[config.mk]
export PLATFORM = sky130hd
export DESIGN_NAME = slrt_cell
export DESIGN_NICKNAME = d
export VERILOG_FILES = /design/src/rtl/slrt_pkg.sv /design/src/rtl/slrt_cell.sv
export SDC_FILE = /design/constraint.sdc
export NUM_CORES = 1
export LEC_CHECK = 0
export ABC_AREA = 1
export BUFFER_PORTS_ARGS = -buffer_cell sky130_fd_sc_hd__buf_2
export CAP_MARGIN = 0
export CORE_MARGIN = 2
export CORE_UTILIZATION = 30
export CTS_CLUSTER_SIZE = 20
export DETAILED_ROUTE_END_ITERATION = 8
export PLACE_DENSITY = 0.69
export SYNTH_ARGS = -nofsm -noshare
export SYNTH_HDL_FRONTEND = slang
export SYNTH_SLANG_ARGS = --single-unit
[constraint.sdc]
create_clock -name i_clk -period 7.75 [get_ports i_clk]
set_input_delay 0.775 -clock i_clk [delete_from_list [all_inputs] [get_ports i_clk]]
set_output_delay 0.775 -clock i_clk [all_outputs]
set_load 0.01 [all_outputs]
[src/rtl/slrt_pkg.sv]
package slrt_pkg;

    localparam int KEY_BITS   = 32;
    localparam int VALUE_BITS = 32;
    localparam int OP_BITS    = 3;
    localparam int STAT_BITS  = 3;
    localparam int CNT_BITS   = 6;
    localparam int FILL_BITS  = 4;
    localparam int CFG_IDX_BITS  = 1;
    localparam int CFG_DATA_BITS = 4;

    localparam logic [FILL_BITS-1:0] MIN_FILL_RST = 4'd2;

    // operation codes
    localparam logic [OP_BITS-1:0] OP_INSERT   = 3'd0;
    localparam logic [OP_BITS-1:0] OP_REMOVE   = 3'd1;
    localparam logic [OP_BITS-1:0] OP_LOOKUP   = 3'd2;
    localparam logic [OP_BITS-1:0] OP_TAKE_MIN = 3'd3;
    localparam logic [OP_BITS-1:0] OP_TAKE_MAX = 3'd4;

    // result status codes
    localparam logic [STAT_BITS-1:0] ST_INSERTED  = 3'd0;
    localparam logic [STAT_BITS-1:0] ST_REPLACED  = 3'd1;
    localparam logic [STAT_BITS-1:0] ST_REMOVED   = 3'd2;
    localparam logic [STAT_BITS-1:0] ST_NOT_FOUND = 3'd3;
    localparam logic [STAT_BITS-1:0] ST_FOUND     = 3'd4;
    localparam logic [STAT_BITS-1:0] ST_TAKEN     = 3'd5;
    localparam logic [STAT_BITS-1:0] ST_NOT_RICH  = 3'd6;
    localparam logic [STAT_BITS-1:0] ST_NO_ROOM   = 3'd7;

    // configuration register indexes
    localparam logic [CFG_IDX_BITS-1:0] CFG_MIN_FILL  = 1'b0;
    localparam logic [CFG_IDX_BITS-1:0] CFG_ROOT_MODE = 1'b1;

    typedef struct packed {
        logic [OP_BITS-1:0]    operation;
        logic [KEY_BITS-1:0]   key;
        logic [VALUE_BITS-1:0] value;
    } t_in_item;

    typedef struct packed {
        logic [STAT_BITS-1:0]  status;
        logic [KEY_BITS-1:0]   out_key;
        logic [VALUE_BITS-1:0] out_value;
        logic [CNT_BITS-1:0]   record_count;
        logic [KEY_BITS-1:0]   least_key;
        logic [KEY_BITS-1:0]   greatest_key;
        logic                  is_full;
        logic                  is_poor;
        logic                  is_rich;
    } t_out_item;

    // per-beat command broadcast to every cell
    typedef struct packed {
        logic ins;   // insert new record at first slot not below key
        logic rep;   // replace value in matching slot
        logic del;   // close gap at matching slot
        logic pop;   // shift whole row toward slot 0
    } t_cell_ctl;

endpackage

[src/rtl/slrt_cell.sv]
module slrt_cell (
    input  logic                                i_clk,
    input  slrt_pkg::t_cell_ctl                 i_ctl,
    input  logic                                i_occ,
    input  logic                                i_lt_left,
    input  logic [slrt_pkg::KEY_BITS-1:0]       i_key,
    input  logic [slrt_pkg::VALUE_BITS-1:0]     i_value,
    input  logic [slrt_pkg::KEY_BITS-1:0]       i_left_key,
    input  logic [slrt_pkg::VALUE_BITS-1:0]     i_left_value,
    input  logic [slrt_pkg::KEY_BITS-1:0]       i_right_key,
    input  logic [slrt_pkg::VALUE_BITS-1:0]     i_right_value,
    output logic [slrt_pkg::KEY_BITS-1:0]       o_key,
    output logic [slrt_pkg::VALUE_BITS-1:0]     o_value,
    output logic                                o_lt,
    output logic                                o_eq
);

    logic [slrt_pkg::KEY_BITS-1:0]   r_key;
    logic [slrt_pkg::VALUE_BITS-1:0] r_value;
    logic [slrt_pkg::KEY_BITS-1:0]   n_key;
    logic [slrt_pkg::VALUE_BITS-1:0] n_value;
    logic                            lt;
    logic                            eq;

    assign lt = i_occ && (r_key < i_key);
    assign eq = i_occ && (r_key == i_key);

    always_comb begin
        n_key   = r_key;
        n_value = r_value;
        priority if (i_ctl.ins && !lt) begin
            // first non-smaller slot takes the new record, the rest move right
            if (i_lt_left) begin
                n_key   = i_key;
                n_value = i_value;
            end else begin
                n_key   = i_left_key;
                n_value = i_left_value;
            end
        end else if (i_ctl.pop || (i_ctl.del && !lt)) begin
            n_key   = i_right_key;
            n_value = i_right_value;
        end else if (i_ctl.rep && eq) begin
            n_value = i_value;
        end else begin
            // idle: hold the record
            n_key   = r_key;
            n_value = r_value;
        end
    end

    always_ff @(posedge i_clk) begin
        r_key   <= n_key;
        r_value <= n_value;
    end

    assign o_key   = r_key;
    assign o_value = r_value;
    assign o_lt    = lt;
    assign o_eq    = eq;

endmodule

==> results.sh <==
export IMPL_combPwrFrac_pct=31.2
export IMPL_fin_nets=1111
export IMPL_slew_viol_final=0
export IMPL_drt_pre_antenna_iters=4
export IMPL_wl_per_cell_um=13.4
export IMPL_rsz0062_at_grt="no"
export IMPL_num_vias=5008
export IMPL_pwr_share_seq_pct=39.9
export IMPL_clock_power_share_pct=28.9
export IMPL_intPower_mw=0.825
export IMPL_yosysTopAreaCell="edfxtp_1"
export IMPL_dr_first_iter_drc_count=256
export IMPL_worstSetupPathType="in2reg"
export IMPL_power_density_nw_per_um2=187
export IMPL_power_mw=1.22
export IMPL_yosysTopAreaCellShare_pct=39.9
export IMPL_grt_first_pass_wirelength_um=21900
export IMPL_postCtsSetupBuffers=0
export IMPL_post_cts_hold_buffer_count=0
export IMPL_core_area_um2=15800
export IMPL_maxCapViolations=0
export IMPL_switching_share_pct=32.2
export IMPL_hold_class="in2reg"
export IMPL_cts_buffers=9
export IMPL_grt_max_degree=69
export IMPL_worstSetupStartpointType="primary input"
export IMPL_critPathMaxFanout=68
export IMPL_die_area_um2=17100
export IMPL_leakage_nw=3.60
export IMPL_n_fill_cell=1647
export IMPL_regArea_um2=1920
export IMPL_clkSlewWorstSetupHoldPaths_ns=0.06
export IMPL_overflow=0
export IMPL_cp_end_kind="register"
export IMPL_synthesis_area_um2=4820
export IMPL_final_period_utilization_pct=52.7
export IMPL_cts_tree="yes"
export IMPL_synth_edf_count=64
export IMPL_cp_required_ns=7.77
export IMPL_area_growth_syn_to_layout_pct=34.7
export IMPL_antenna_found_initial=0
export IMPL_synth_seq_cells=64
export IMPL_die_w_um=131
export IMPL_diodes=0
export IMPL_drc_errors=0
export IMPL_post_cts_resized=0
export IMPL_numPortBuffers=264
export IMPL_cts_root_buffer_cell="clkbuf_16"
export IMPL_antenna_left=0
export IMPL_max_freq_ghz=0.245
export IMPL_power_switching_mw=0.391
export IMPL_drive_gt1_share_pct=32.4
export IMPL_multiInputGateArea_um2=2290
export IMPL_skew_ns=0.00625
export IMPL_synth_ff_type="edfxtp_1"
export IMPL_dp_hpwl_um=11300
export IMPL_synth_avg_cell_area_um2=7.55
export IMPL_final_hold_violation_count=0
export IMPL_yosys_warnings=0
export IMPL_tns_ns=0
export IMPL_num_rows=46
export IMPL_setup_viol=0
export IMPL_ys_seq_area_share_pct=39.9
export IMPL_syn_nets=869
export IMPL_tightest_slew_ns=0.884
export IMPL_synth_cell_type_count=23
export IMPL_synth_cells=638
export IMPL_gp_congestion=0.819
export IMPL_ios=265
export IMPL_cp_arrival_ns=4.10
export IMPL_cts_sinks=64
export IMPL_wirelength_um=14800
export IMPL_start_util_pct=30.6
export IMPL_h_tree_depth=3
export IMPL_period_minus_slack_ns=4.08
export IMPL_cts_buffer_depth=2
export IMPL_outcome="complete, no violations"
export IMPL_grt_pass1_vias=4626
export IMPL_clkLatencyLatePin_ns=0.32
export IMPL_die_h_um=131
export IMPL_async_reset_ff_share_pct=0
export IMPL_ir_drop_uv=85.8
export IMPL_timing_hold_ws_ns=0.721
export IMPL_grt_usage_pct=16.7
export IMPL_maxSlewHeadroom_pct=41.0
export IMPL_ys_top_cells_by_area="edfxtp_1 40%, nand2_1 17%, o211ai_1 9.7%, ha_1 8.3%, inv_1 8.3%"
export IMPL_drt_vias_per_instance=4.55
[area by class of cell]
type                       instances  share of cell area, %
multi-input combinational        430                   35.2
sequential                        64                   29.6
timing repair buffer             267                   20.7
inverter                         108                   6.28
tap                              216                   4.16
clock buffer                      12                   3.64
clock inverter                     4                  0.328
[state kept, by name, indices dropped and copies added (netlist names)]
signal   cells
o_key       32
o_value     32
[layout by cell type (no fill, tap or decap), drive strengths merged]
| cell | count |
|---|---|
| buf | 267 |
| nand2 | 227 |
| inv | 107 |
| nand3 | 69 |
| edfxtp | 64 |
| o211ai | 62 |
| ha | 32 |
| nor2 | 18 |
| a21oi | 12 |
| clkbuf | 12 |
| clkinv | 4 |
| a21o | 2 |
| nand4 | 2 |
| o21ai | 2 |
| o31ai | 2 |
| nor3 | 2 |
| clkinvlp | 1 |
[critical path: stages]
cell     delay [ns]
buf_2          0.08
inv_1          0.04
ha_1           0.31
a21o_1         0.18
nor2_1         0.17
nand2_1        0.07
nand2_1        0.05
nand2_1        0.04
nand2_1        0.07
nand2_2        0.09
nand2_4        0.56
nand3_2        0.87
a21o_1         0.41
buf_4          0.26
[synthesized netlist by cell type, types with 4 or more instances]
master / instances
nand3_1: 69
o211ai_1: 62
inv_1: 106
a21oi_1: 11
ha_1: 32
nand2_1: 223
buf_6: 4
edfxtp_1: 64
buf_2: 6
nor2_1: 18
buf_4: 9
clkbuf_1: 17
[per-stage QoR]
step	utilization, %	worst slack [ns]	cell area [µm²]	instances
finish	41.2	3.67	6490	1101
global route	41.2	3.27	6490	1101
CTS	41.2	3.56	6490	1101
detailed placement	39.5	3.22	6230	1085
global placement	39.5	3.29	6230	1085
floorplan	-	3.95	4820	638
[kinds of logic after synthesis]
logic type / Yosys count / synth area share [%]
AO/OA/AOI/OAI: 80 / 11.8
buffers and inverters: 144 / 12.7
flip-flops: 64 / 39.9
AND/OR/NAND/NOR: 318 / 27.2
adder cells (fa/ha/maj): 32 / 8.31
[final timing paths]
kind                        from           to  slack [ns]  depth (start not counted)
hold reg to reg        o_key[16]  o_value[30]        1.46                          5
setup reg to reg        o_key[7]   o_value[7]        3.84                         12
setup / recovery        i_key[7]   o_value[7]        3.67                         14
hold / removal    i_right_key[8]     o_key[8]        0.72                          3
[power groups by stage]
stage	Combinational (mW)	Clock (mW)	Sequential [mW]
final	0.379	0.352	0.485
after global routing	0.431	0.375	0.491
after CTS	0.385	0.361	0.486
after detailed placement	0.384	0	0.491
after global placement	0.380	0	0.491
after floorplan	0.197	0	0.520
[routing by layer]
layer	vias up	share of wire [%]	GRT usage (%)
met5	-	0	0
met4	0	1.2	4.51
met3	13	8.0	5.05
met2	184	49	30.5
met1	2233	42	18.9
li1	2578	-	-
No activity file was read; power rests on OpenSTA's default activity.
